$ cat src/rtl/haptic_pattern_sequencer_assert.svh
// Assertion macros for the haptic pattern sequencer.
`ifndef HAPTIC_PATTERN_SEQUENCER_ASSERT_SVH
`define HAPTIC_PATTERN_SEQUENCER_ASSERT_SVH

`ifndef SYNTHESIS
`define HPS_ASSERT_ALWAYS(lbl, expr) \
  lbl: assert property (@(posedge clk) disable iff (rst) (expr)) \
    else $error("hps: invariant violated");
`define HPS_ASSERT_NEXT(lbl, ante, cons) \
  lbl: assert property (@(posedge clk) disable iff (rst) (ante) |=> (cons)) \
    else $error("hps: next-cycle check failed");
`else
`define HPS_ASSERT_ALWAYS(lbl, expr)
`define HPS_ASSERT_NEXT(lbl, ante, cons)
`endif

`endif

$ cat src/rtl/hps_pkg.sv
`timescale 1ns / 1ps

package hps_pkg;

  localparam int QUEUE_SLOTS  = 4;
  localparam int MAX_MS       = 2000;
  localparam int EFFECT_COUNT = 5;
  localparam int ROM_EFFECTS  = 5;
  localparam int LEVEL_TOP    = 127;
  localparam int LEVEL_ROUND  = 50;
  localparam int PCT_MAX      = 100;

  // divide by 100 as multiply by reciprocal, exact for values below 2^14
  localparam int DIV100_MUL   = 5243;
  localparam int DIV100_SHIFT = 19;

  localparam int MS_W    = $clog2(MAX_MS + 1);
  localparam int TIME_W  = (MS_W > 8) ? MS_W : 8;
  localparam int FILL_W  = $clog2(QUEUE_SLOTS + 1);
  localparam int IDX_W   = (QUEUE_SLOTS > 1) ? $clog2(QUEUE_SLOTS) : 1;
  localparam int LEVEL_W = 7;
  localparam int PCT_W   = 7;

  typedef enum logic [1:0] {
    FN_TICK = 2'd0,
    FN_PLAY = 2'd1,
    FN_BUZZ = 2'd2,
    FN_STOP = 2'd3
  } func_t;

  typedef struct packed {
    logic               raw;
    logic [2:0]         effect;
    logic [MS_W-1:0]    ms;
    logic [LEVEL_W-1:0] level;
  } req_t;

  typedef struct packed {
    logic push;
    logic pop;
    logic flush;
  } qctl_t;

  typedef struct packed {
    logic [TIME_W-1:0]  on;
    logic [TIME_W-1:0]  off;
    logic [LEVEL_W-1:0] level;
    logic [1:0]         rep;
    logic [1:0]         count;
  } pulse_t;

  function automatic logic [LEVEL_W-1:0] level_of(input logic [PCT_W-1:0] pct);
    logic [13:0] x;
    logic [26:0] p;
    x = 14'({7'd0, pct} * 14'(LEVEL_TOP)) + 14'(LEVEL_ROUND);
    p = {13'd0, x} * 27'(DIV100_MUL);
    return p[DIV100_SHIFT +: LEVEL_W];
  endfunction

  function automatic logic [TIME_W-1:0] clamp_on(input logic [TIME_W-1:0] on);
    logic [TIME_W-1:0] t;
    t = (on > TIME_W'(MAX_MS)) ? TIME_W'(MAX_MS) : on;
    if (t == '0) begin
      t = TIME_W'(1);
    end
    return t;
  endfunction

  function automatic pulse_t pulse_get(input req_t r, input logic [1:0] pidx);
    pulse_t     p;
    logic [2:0] e;
    logic [2:0] first;
    logic [2:0] k;
    p = '0;
    e = 3'd0;
    first = 3'd0;
    k = 3'd0;
    if (r.raw) begin
      p.on    = TIME_W'(r.ms);
      p.off   = '0;
      p.level = r.level;
      p.rep   = 2'd1;
      p.count = 2'd1;
    end else begin
      case (r.effect)
        3'd5:    e = 3'd0;
        3'd6:    e = 3'd1;
        3'd7:    e = 3'd2;
        default: e = r.effect;
      endcase
      case (e)
        3'd0:    first = 3'd0;
        3'd1:    first = 3'd1;
        3'd2:    first = 3'd2;
        3'd3:    first = 3'd4;
        default: first = 3'd5;
      endcase
      k = first + {2'd0, pidx[0]};
      if (k > 3'd5) begin
        k = 3'd5;
      end
      case (k)
        3'd0: begin
          p.on = TIME_W'(20);  p.off = TIME_W'(0);   p.level = level_of(7'd40);
          p.rep = 2'd1;
        end
        3'd1: begin
          p.on = TIME_W'(25);  p.off = TIME_W'(0);   p.level = level_of(7'd75);
          p.rep = 2'd1;
        end
        3'd2: begin
          p.on = TIME_W'(30);  p.off = TIME_W'(60);  p.level = level_of(7'd70);
          p.rep = 2'd1;
        end
        3'd3: begin
          p.on = TIME_W'(70);  p.off = TIME_W'(0);   p.level = level_of(7'd100);
          p.rep = 2'd1;
        end
        3'd4: begin
          p.on = TIME_W'(90);  p.off = TIME_W'(110); p.level = level_of(7'd100);
          p.rep = 2'd3;
        end
        default: begin
          p.on = TIME_W'(220); p.off = TIME_W'(180); p.level = level_of(7'd100);
          p.rep = 2'd2;
        end
      endcase
      p.count = (e == 3'd2) ? 2'd2 : 2'd1;
    end
    return p;
  endfunction

endpackage

$ cat src/rtl/hps_queue.sv
`timescale 1ns / 1ps

module hps_queue import hps_pkg::*; (
  input  logic              clk,
  input  logic              rst,
  input  qctl_t             ctl,
  input  req_t              wr_req,
  output req_t              rd_req,
  output logic [FILL_W-1:0] fill,
  output logic [FILL_W-1:0] fill_next
);

  req_t             slots [QUEUE_SLOTS];
  logic [IDX_W-1:0] head;
  logic [IDX_W-1:0] head_next;
  logic [IDX_W:0]   tail_sum;
  logic [IDX_W-1:0] tail;

  assign tail_sum = {1'b0, head} + (IDX_W + 1)'(fill);
  assign tail = (tail_sum >= (IDX_W + 1)'(QUEUE_SLOTS))
              ? IDX_W'(tail_sum - (IDX_W + 1)'(QUEUE_SLOTS))
              : tail_sum[IDX_W-1:0];

  assign rd_req = slots[head];

  always_comb begin
    head_next = head;
    if (ctl.pop) begin
      head_next = (head == IDX_W'(QUEUE_SLOTS - 1)) ? '0 : head + IDX_W'(1);
    end
    if (ctl.flush) begin
      fill_next = '0;
    end else if (ctl.push) begin
      fill_next = fill + FILL_W'(1);
    end else if (ctl.pop) begin
      fill_next = fill - FILL_W'(1);
    end else begin
      fill_next = fill;
    end
  end

  always_ff @(posedge clk) begin
    if (rst) begin
      head <= '0;
      fill <= '0;
    end else begin
      head <= head_next;
      fill <= fill_next;
    end
  end

  always_ff @(posedge clk) begin
    if (ctl.push) begin
      slots[tail] <= wr_req;
    end
  end

endmodule

$ cat src/rtl/haptic_pattern_sequencer.sv
`timescale 1ns / 1ps
// Haptic pattern sequencer.
// Input stream: one request per transfer. s_axis_tuser selects the kind:
// tick (one millisecond of playback), play a named effect, raw buzz, stop.
// Play and buzz requests wait in a four-deep queue and are dropped when it
// is full; each tick starts the oldest request when nothing is playing and
// then plays one millisecond of it.
// Output stream: exactly one result per input request, carrying accepted,
// the motor drive (on flag and 7-bit level), playing, finished and the
// queue fill after the request.
// The result is registered: a request accepted at one edge has its result on
// m_axis_tdata right after that edge.
// Throughput is one request per cycle while the receiver takes results, set
// by the single pass from the state registers to the result register.
// A stalled receiver holds the result register; a new request is taken in
// the same cycle the held result is taken, so the block only stalls while
// the result register is full and not being drained.
// Reset clears the queue, ends playback and empties the output register.
module haptic_pattern_sequencer import hps_pkg::*; (
  input  logic        clk,
  input  logic        rst,
  input  logic        s_axis_tvalid,
  output logic        s_axis_tready,
  // [2:0] effect_index, [18:3] duration_ms, [26:19] strength_pct, [31:27] zero
  input  logic [31:0] s_axis_tdata,
  // [1:0] func
  input  logic [1:0]  s_axis_tuser,
  output logic        m_axis_tvalid,
  input  logic        m_axis_tready,
  // [0] accepted, [1] drive_on, [8:2] drive_level, [9] playing,
  // [10] finished, [13:11] queued_count, [15:14] zero
  output logic [15:0] m_axis_tdata
);

  `include "haptic_pattern_sequencer_assert.svh"

  typedef enum logic [1:0] {
    PH_IDLE = 2'd0,
    PH_ON   = 2'd1,
    PH_GAP  = 2'd2
  } phase_t;

  func_t       func;
  logic [2:0]  effect_index;
  logic [15:0] duration_ms;
  logic [7:0]  strength_pct;
  logic        in_fire;

  logic              busy, busy_next;
  req_t              cur_req, cur_req_next;
  logic [1:0]        pulse_index, pulse_index_next;
  logic [1:0]        repeat_index, repeat_index_next;
  phase_t            phase, phase_next;
  logic [TIME_W-1:0] phase_remaining, phase_remaining_next;

  logic [15:0] out_data_next;

  qctl_t             q_ctl;
  req_t              q_wr;
  req_t              q_head;
  logic [FILL_W-1:0] q_fill;
  logic [FILL_W-1:0] q_fill_next;

  logic              start;
  req_t              cur0;
  logic [1:0]        pidx0, ridx0;
  phase_t            ph0;
  logic              busy0;
  pulse_t            info0, info1;
  logic [TIME_W-1:0] rem0, rem1;
  logic              more_rep, more_pulse;
  logic              q_full;
  logic [MS_W-1:0]   ms_c;
  logic [PCT_W-1:0]  pct_c;

  logic              accepted, drive_on, finished;
  logic [LEVEL_W-1:0] drive_level;

  assign func         = func_t'(s_axis_tuser);
  assign effect_index = s_axis_tdata[2:0];
  assign duration_ms  = s_axis_tdata[18:3];
  assign strength_pct = s_axis_tdata[26:19];

  assign s_axis_tready = !m_axis_tvalid || m_axis_tready;
  assign in_fire       = s_axis_tvalid && s_axis_tready;

  hps_queue u_queue (
    .clk       (clk),
    .rst       (rst),
    .ctl       (q_ctl),
    .wr_req    (q_wr),
    .rd_req    (q_head),
    .fill      (q_fill),
    .fill_next (q_fill_next)
  );

  assign q_full = (q_fill >= FILL_W'(QUEUE_SLOTS));
  assign ms_c   = (duration_ms > 16'(MAX_MS)) ? MS_W'(MAX_MS) : duration_ms[MS_W-1:0];
  assign pct_c  = (strength_pct > 8'(PCT_MAX)) ? PCT_W'(PCT_MAX) : strength_pct[PCT_W-1:0];

  assign start = (func == FN_TICK) && !busy && (q_fill != '0);
  assign cur0  = start ? q_head : cur_req;
  assign pidx0 = start ? 2'd0 : pulse_index;
  assign ridx0 = start ? 2'd0 : repeat_index;
  assign ph0   = start ? PH_ON : phase;
  assign busy0 = busy || start;
  assign info0 = pulse_get(cur0, pidx0);
  assign info1 = pulse_get(cur0, pidx0 + 2'd1);
  assign rem0  = start ? clamp_on(info0.on) : phase_remaining;
  assign rem1  = (rem0 != '0) ? rem0 - TIME_W'(1) : '0;
  assign more_rep   = ({1'b0, ridx0} + 3'd1) < {1'b0, info0.rep};
  assign more_pulse = ({1'b0, pidx0} + 3'd1) < {1'b0, info0.count};

  always_comb begin
    busy_next            = busy;
    cur_req_next         = cur_req;
    pulse_index_next     = pulse_index;
    repeat_index_next    = repeat_index;
    phase_next           = phase;
    phase_remaining_next = phase_remaining;
    q_ctl       = '0;
    q_wr        = '0;
    accepted    = 1'b0;
    finished    = 1'b0;
    drive_on    = 1'b0;
    drive_level = '0;
    case (func)
      FN_TICK: begin
        q_ctl.pop         = start;
        busy_next         = busy0;
        cur_req_next      = cur0;
        pulse_index_next  = pidx0;
        repeat_index_next = ridx0;
        phase_next        = ph0;
        if (busy0) begin
          if (ph0 == PH_ON) begin
            drive_on    = 1'b1;
            drive_level = info0.level;
          end
          phase_remaining_next = rem1;
          if (rem1 == '0) begin
            if (ph0 == PH_ON && (more_rep || more_pulse) && info0.off != '0) begin
              phase_next           = PH_GAP;
              phase_remaining_next = info0.off;
            end else if (more_rep) begin
              repeat_index_next    = ridx0 + 2'd1;
              phase_next           = PH_ON;
              phase_remaining_next = clamp_on(info0.on);
            end else if (more_pulse) begin
              pulse_index_next     = pidx0 + 2'd1;
              repeat_index_next    = 2'd0;
              phase_next           = PH_ON;
              phase_remaining_next = clamp_on(info1.on);
            end else begin
              busy_next            = 1'b0;
              phase_next           = PH_IDLE;
              phase_remaining_next = '0;
              finished             = 1'b1;
            end
          end
        end
      end
      FN_PLAY: begin
        q_wr.raw    = 1'b0;
        q_wr.effect = effect_index;
        if ({1'b0, effect_index} < 4'(EFFECT_COUNT) &&
            {1'b0, effect_index} < 4'(ROM_EFFECTS) && !q_full) begin
          q_ctl.push = 1'b1;
          accepted   = 1'b1;
        end
      end
      FN_BUZZ: begin
        q_wr.raw   = 1'b1;
        q_wr.ms    = ms_c;
        q_wr.level = level_of(pct_c);
        if (ms_c != '0 && !q_full) begin
          q_ctl.push = 1'b1;
          accepted   = 1'b1;
        end
      end
      FN_STOP: begin
        q_ctl.flush          = 1'b1;
        finished             = busy;
        busy_next            = 1'b0;
        phase_next           = PH_IDLE;
        phase_remaining_next = '0;
      end
      default: begin
      end
    endcase
    if (func != FN_TICK && busy_next && phase_next == PH_ON) begin
      drive_on    = 1'b1;
      drive_level = info0.level;
    end
    if (!in_fire) begin
      q_ctl = '0;
    end
  end

  assign out_data_next = {2'b00, 3'(q_fill_next), finished, busy_next, drive_level,
                          drive_on, accepted};

  always_ff @(posedge clk) begin
    if (rst) begin
      busy            <= 1'b0;
      cur_req         <= '0;
      pulse_index     <= 2'd0;
      repeat_index    <= 2'd0;
      phase           <= PH_IDLE;
      phase_remaining <= '0;
      m_axis_tvalid   <= 1'b0;
    end else begin
      if (in_fire) begin
        busy            <= busy_next;
        cur_req         <= cur_req_next;
        pulse_index     <= pulse_index_next;
        repeat_index    <= repeat_index_next;
        phase           <= phase_next;
        phase_remaining <= phase_remaining_next;
        m_axis_tvalid   <= 1'b1;
      end else if (m_axis_tready) begin
        m_axis_tvalid   <= 1'b0;
      end
    end
  end

  always_ff @(posedge clk) begin
    if (in_fire) begin
      m_axis_tdata <= out_data_next;
    end
  end

  `HPS_ASSERT_ALWAYS(a_fill_bound, q_fill <= FILL_W'(QUEUE_SLOTS))
  `HPS_ASSERT_ALWAYS(a_busy_phase, busy == (phase != PH_IDLE))
  `HPS_ASSERT_ALWAYS(a_busy_time_left, !busy || phase_remaining != '0)
  `HPS_ASSERT_NEXT(a_stop_flushes, in_fire && func == FN_STOP, q_fill == '0 && !busy)

endmodule
$ cat config.mk
export PLATFORM = sky130hd
export DESIGN_NAME = haptic_pattern_sequencer
export DESIGN_NICKNAME = d
export VERILOG_FILES = /design/src/rtl/hps_pkg.sv /design/src/rtl/hps_queue.sv /design/src/rtl/haptic_pattern_sequencer.sv
export VERILOG_INCLUDE_DIRS = /design/src /design/src/rtl
export SDC_FILE = /design/constraint.sdc
export NUM_CORES = 1
export LEC_CHECK = 0
export CORE_ASPECT_RATIO = 1.5
export CORE_UTILIZATION = 37
export DETAILED_ROUTE_END_ITERATION = 10
export DONT_BUFFER_PORTS = 1
export PLACE_DENSITY = 0.5
export SLEW_MARGIN = 0
export SYNTH_ARGS = -nofsm -noshare
export SYNTH_HDL_FRONTEND = slang
export SYNTH_SLANG_ARGS = --single-unit
$ cat constraint.sdc
create_clock -name clk -period 18.4 [get_ports clk]
set_input_delay 2.76 -clock clk [delete_from_list [all_inputs] [get_ports clk]]
set_output_delay 2.76 -clock clk [all_outputs]
set_load 0.05 [all_outputs]
== After elaboration in Yosys (flattened, before gate mapping) ==
Memory sizes are Yosys's and may differ from the RTL's. A register that Yosys moved wholly into a read port is not among the register bits.
Cells that the tools add are included.
Storage, ports and cells
  bits in registers: 60
  memory bits (writable): 88
  input bits: 38
  output and inout port bits: 18
  word-level logic and storage cells: 179
  memories kept: 1
Memory list
  u_queue.slots: depth 4, bits a word 22, read ports 1, clocked after Yosys merged registers in 1, write ports 1, RTL line hps_queue.sv:13  | req_t slots [QUEUE_SLOTS];
Cells by class
  $add $sub $neg: 13
  $mul: 2
  magnitude comparators: 11
  eq/ne operators: 21
  mux-type cells: 86
  reductions and logical operators: 31
Operators by type and width (number)
  $pmux 28 s5: 2
  $mux 11: 12
  $mux 33: 2
  $mux 2: 21
  $mux 7: 5
  $logic_not 11->1: 3
  $mux 3: 11
  $reduce_bool 11->1: 3
  $mul 14x13->26 const B: 1
  $mux 1: 24
  $gt 11x11->1 const B: 2
  $mux 22: 1
  $pmux 11 s2: 1
  $eq 3x2->1 const B: 6
  $mux 18: 1
  $gt 16x11->1 const B: 1
  $eq 3x3->1 const B: 5
  $add 14x6->14 const B: 1
  $mul 7x7->14 const B: 1
  $pmux 3 s4: 1
  $sub 11x1->11 const B: 1
  $eq 3x1->1 const B: 3
  $logic_and 1x1->1: 9
  $logic_not 3->1: 3
  other kinds (25): 44

== Longest topological paths before layout ==
  word-level depth: 31
  gate-level depth with buffers: 38
  mapped depth without buffers: 38

== Modules after synthesis ==
From an unflattened synthesis, not the netlist that was laid out.
Second synthesis, totals
  cell total of the unflattened synthesis: 1221
  area total of the unflattened synthesis: 12540.8 µm²
By module, submodules not included
  haptic_pattern_sequencer: times used 1, cells each 1062, area an instance 8921.1 µm², seq. area each 1241.2 µm²
  hps_queue: times used 1, cells each 159, area an instance 3619.7 µm², seq. area each 2782.7 µm²

== Worst setup path after synthesis ==
OpenSTA, ideal clock, no wires.
  kind: in2reg
  start: in s_axis_tdata[19]
  end: mem u_queue.slots[0][5] (netlist name), data pin
  setup time: 263 ps
  arrival time: 11220 ps
  data required time: 18137 ps
  path slack: 6917 ps
  stages on the path: 37
  buffers on the path: 0
  path through: o21ai_0 nand2_1 a31oi_1 nor2b_1 fa_1 inv_1 fa_1 ha_1 inv_1 fa_1 inv_1 ha_1 a21o_1 a21oi_1 o21bai_1 a21oi_1 o21bai_1 a21oi_1 o21bai_1 a21oi_1 xnor2_1 inv_1 fa_1 inv_1 ha_1 fa_1 fa_1 fa_1 ha_1 a21oi_1 nor2b_1 o211ai_1 a31oi_1 a21oi_1 a21oi_1 xnor2_1 and2_1
RTL lines
  from (decl): RTL line haptic_pattern_sequencer.sv:25  | input logic [31:0] s_axis_tdata,
  to (decl): RTL line hps_queue.sv:13

==> impl_results.md <==
- Final WS setup: 6.40 ns
- Final Hold Fails: 0
- Fill cell count: 3,195
- Vias: 8,280
- F_max: 83.3 MHz
- Inst Count DP: 1,555
- Diode count: 0
- Pre-Repair DR Iteration Count: 4
- Vias in the first global route: 8,966
- Maximum fanout along the worst path: 6
- Cts hold-fix bufs: 0
- Core Footprint: 32,500 um2
- I/O Pins: 56
- CTS H-Tree Depth: 4
- YS warnings: 0
- Vias/cell: 5.22
- Distinct cells, synth: 83
- CP peak stage delay: 0.63 ns
- Clock Skew: 0.0119 ns
- Top_reg_cell synth: edfxtp_1
- Post-Syn Instances: 1,160
- Die width: 150 um
- CP Data Arrival Time: 12.17 ns
- Critical path startpoint category: primary input
- Dpl hpwl: 23,300 um
- Setup repair after global routing missed its margin: false
- Num CTS Buffers: 17
- Final setup violation count: 0
- Root Buffer: clkbuf_16
- Total wire length: 28,800 um
- Port bufs: 0
- DR iter-0 viols: 317
- Global-route wire length before repair: 47,400 um
- CTS tree: built
- GPL Wtd Cong: 0.941
- Row count: 81
- CP top delay family: adder cells
- Design Area, Final: 13,300 um2
- DRC: 0
- Asr flop ratio synth: 0%
- Starting Density: 37.5%
- Maxcap violations: 0
- Crit Path Category: in2reg
- Number of synthesized flops with an enable pin: 102
- Post-route setup TNS: 0 ns
- Cts repair resizes: 0
- Final ANT Viol Nets: 0
- Slew @ Worst Pin: 1.13 ns
- Min-Delay Path Class: reg2reg
- Clk_lat worst skew: 0.44 ns
- CP bufs+invs: 6
- Status: finished, final reports clean
- Global route total overflow: 0
- Post-place setup slack: 5.76 ns
- Final net count: 1,423
- Placed cell area: 12,700 um2
- Die height: 225 um
- Area of the die: 33,800 um2
- Final-report max-slew violation count: 0
- Num Clock Sinks: 150
- Share of cells above drive strength 1: 8.28%
- Crit. End Element: flop
- Clock-pin slew on the worst setup and hold paths: 0.06 ns
- Initial antenna violation count: 0
- Min Clock Period, post-route: 12.00 ns
- Slew headroom: 24.6%
- Maximum clock insertion buffer count: 2
- Seq/Total Area, Yosys: 32.9%
- Worst path slowest cell: nor2b_1
- Synthesized flop and latch total: 150
- Critical Path RT: 18.57 ns
- Final period util: 65.2%
- Setup Buffers After CTS: 0
- Largest net degree at the start of global routing: 39
- Area growth syn-to-layout: 8.59%
- Non-Filler Instances: 1,587
- Syn Area/Cell: 10.5 um2
- Syn Std Cell Area: 12,200 um2
- Total GRT Usage: 18.6%
- Wire per inst: 18.1 um
flip-flops by register name, summed over array words and instances (netlist names), named ones only:
register and count:
pulse_index 2, busy 1, m_axis_tdata 14, phase 2, phase_remaining 11, cur_req 22
m_axis_tvalid 1, u_queue.slots 88, repeat_index 2, u_queue.fill 3, u_queue.head 2
synthesized netlist by cell type, types with 4 or more instances:
master / count / area share [%]
inv_1: 163 / 5.0
ha_1: 143 / 15
edfxtp_1: 102 / 25
nand2_1: 86 / 2.6
fa_1: 83 / 14
a21oi_1: 64 / 2.6
nor2_1: 57 / 1.8
dfxtp_1: 48 / 7.9
o21ai_0: 33 / 1.4
clkbuf_1: 28 / 0.86
xnor2_1: 25 / 1.8
nor3_1: 24 / 0.98
and2_1: 21 / 1.1
mux2i_1: 21 / 1.7
mux4_2: 20 / 3.7
nand3_1: 19 / 0.78
a211oi_1: 18 / 1.1
and3_1: 15 / 0.77
a21o_1: 12 / 0.74
a31oi_1: 12 / 0.61
nand2b_1: 12 / 0.61
o31ai_1: 9 / 0.55
a22oi_1: 8 / 0.49
nor3b_1: 8 / 0.49
o211ai_1: 8 / 0.49
nor2b_1: 7 / 0.36
xor2_1: 7 / 0.50
o21a_1: 6 / 0.37
o21bai_1: 6 / 0.37
or3_1: 5 / 0.26
a311oi_1: 4 / 0.29
buf_4: 4 / 0.25
nor4b_1: 4 / 0.29
o31a_1: 4 / 0.29
through the flow:
step / hold WS, ns / util, %
2_1_floorplan: 0.431 / -
3_3_place_gp: 0.432 / 39.1
3_5_place_dp: 0.437 / 39.1
4_1_cts: 0.446 / 40.8
5_1_grt: 0.462 / 40.8
6_report: 0.445 / 40.8
worst min-delay path: stages, from the launching register on:
cell and delay, ns:
dfxtp_1 0.30, nand2_1 0.05, a21oi_1 0.05
layout by cell type (no fill, tap or decap), types with 15 or more instances in the layout:
cell         n
inv_1      163
ha_1       143
edfxtp_1   102
nand2_1     86
fa_1        83
a21oi_1     64
nor2_1      54
dfxtp_1     47
o21ai_0     33
xnor2_1     25
nor3_1      24
mux2i_1     21
and2_1      21
mux4_2      20
nand3_1     19
a211oi_1    18
clkbuf_16   17
buf_4       17
and3_1      15
layout make-up:
type                            count  area (um2)  share of cell area [%]
Timing Repair Buffer               17         128                   0.962
Multi-Input combinational cell    810        7420                    56.0
Inverter                          163         612                    4.61
Tap cell                          415         519                    3.91
Sequential cell                   150        4030                    30.3
Clock inverter                     14         128                   0.962
Clock buffer                       18         429                    3.24
cell families after synthesis:
| family | share of synthesized area [%] |
|---|---|
| compound gates | 12.2 |
| mux | 5.90 |
| xor+xnor | 2.29 |
| flops | 32.9 |
| fa+ha+maj | 28.2 |
| buf+inv | 6.45 |
| simple gates | 11.9 |
| other cells | 0.0307 |
final timing paths:
path | start | end | slack, ns | cells past startpoint
max | s_axis_tdata[19] | u_queue.slots[3][5] | 6.40 | 38
min | cur_req[9] | cur_req[9] | 0.45 | 2
max reg2reg | flop | phase[1] | 11.12 | 21
min reg2reg | cur_req[9] | cur_req[9] | 0.45 | 2
metal layers:
metal / vias up / global-route usage (%) / routed length, um / part of all wire, %
li1: 4071 / - / - / -
met1: 4037 / 18.7 / 10800 / 37
met2: 122 / 35.7 / 16000 / 56
met3: 50 / 3.37 / 821 / 2.9
met4: 0 / 9.19 / 1210 / 4.2
met5: - / 0 / 0 / 0
Power is left out: the tool's default activity adds up to more than one toggle a clock period on the data nets, which glitch-free logic cannot reach.
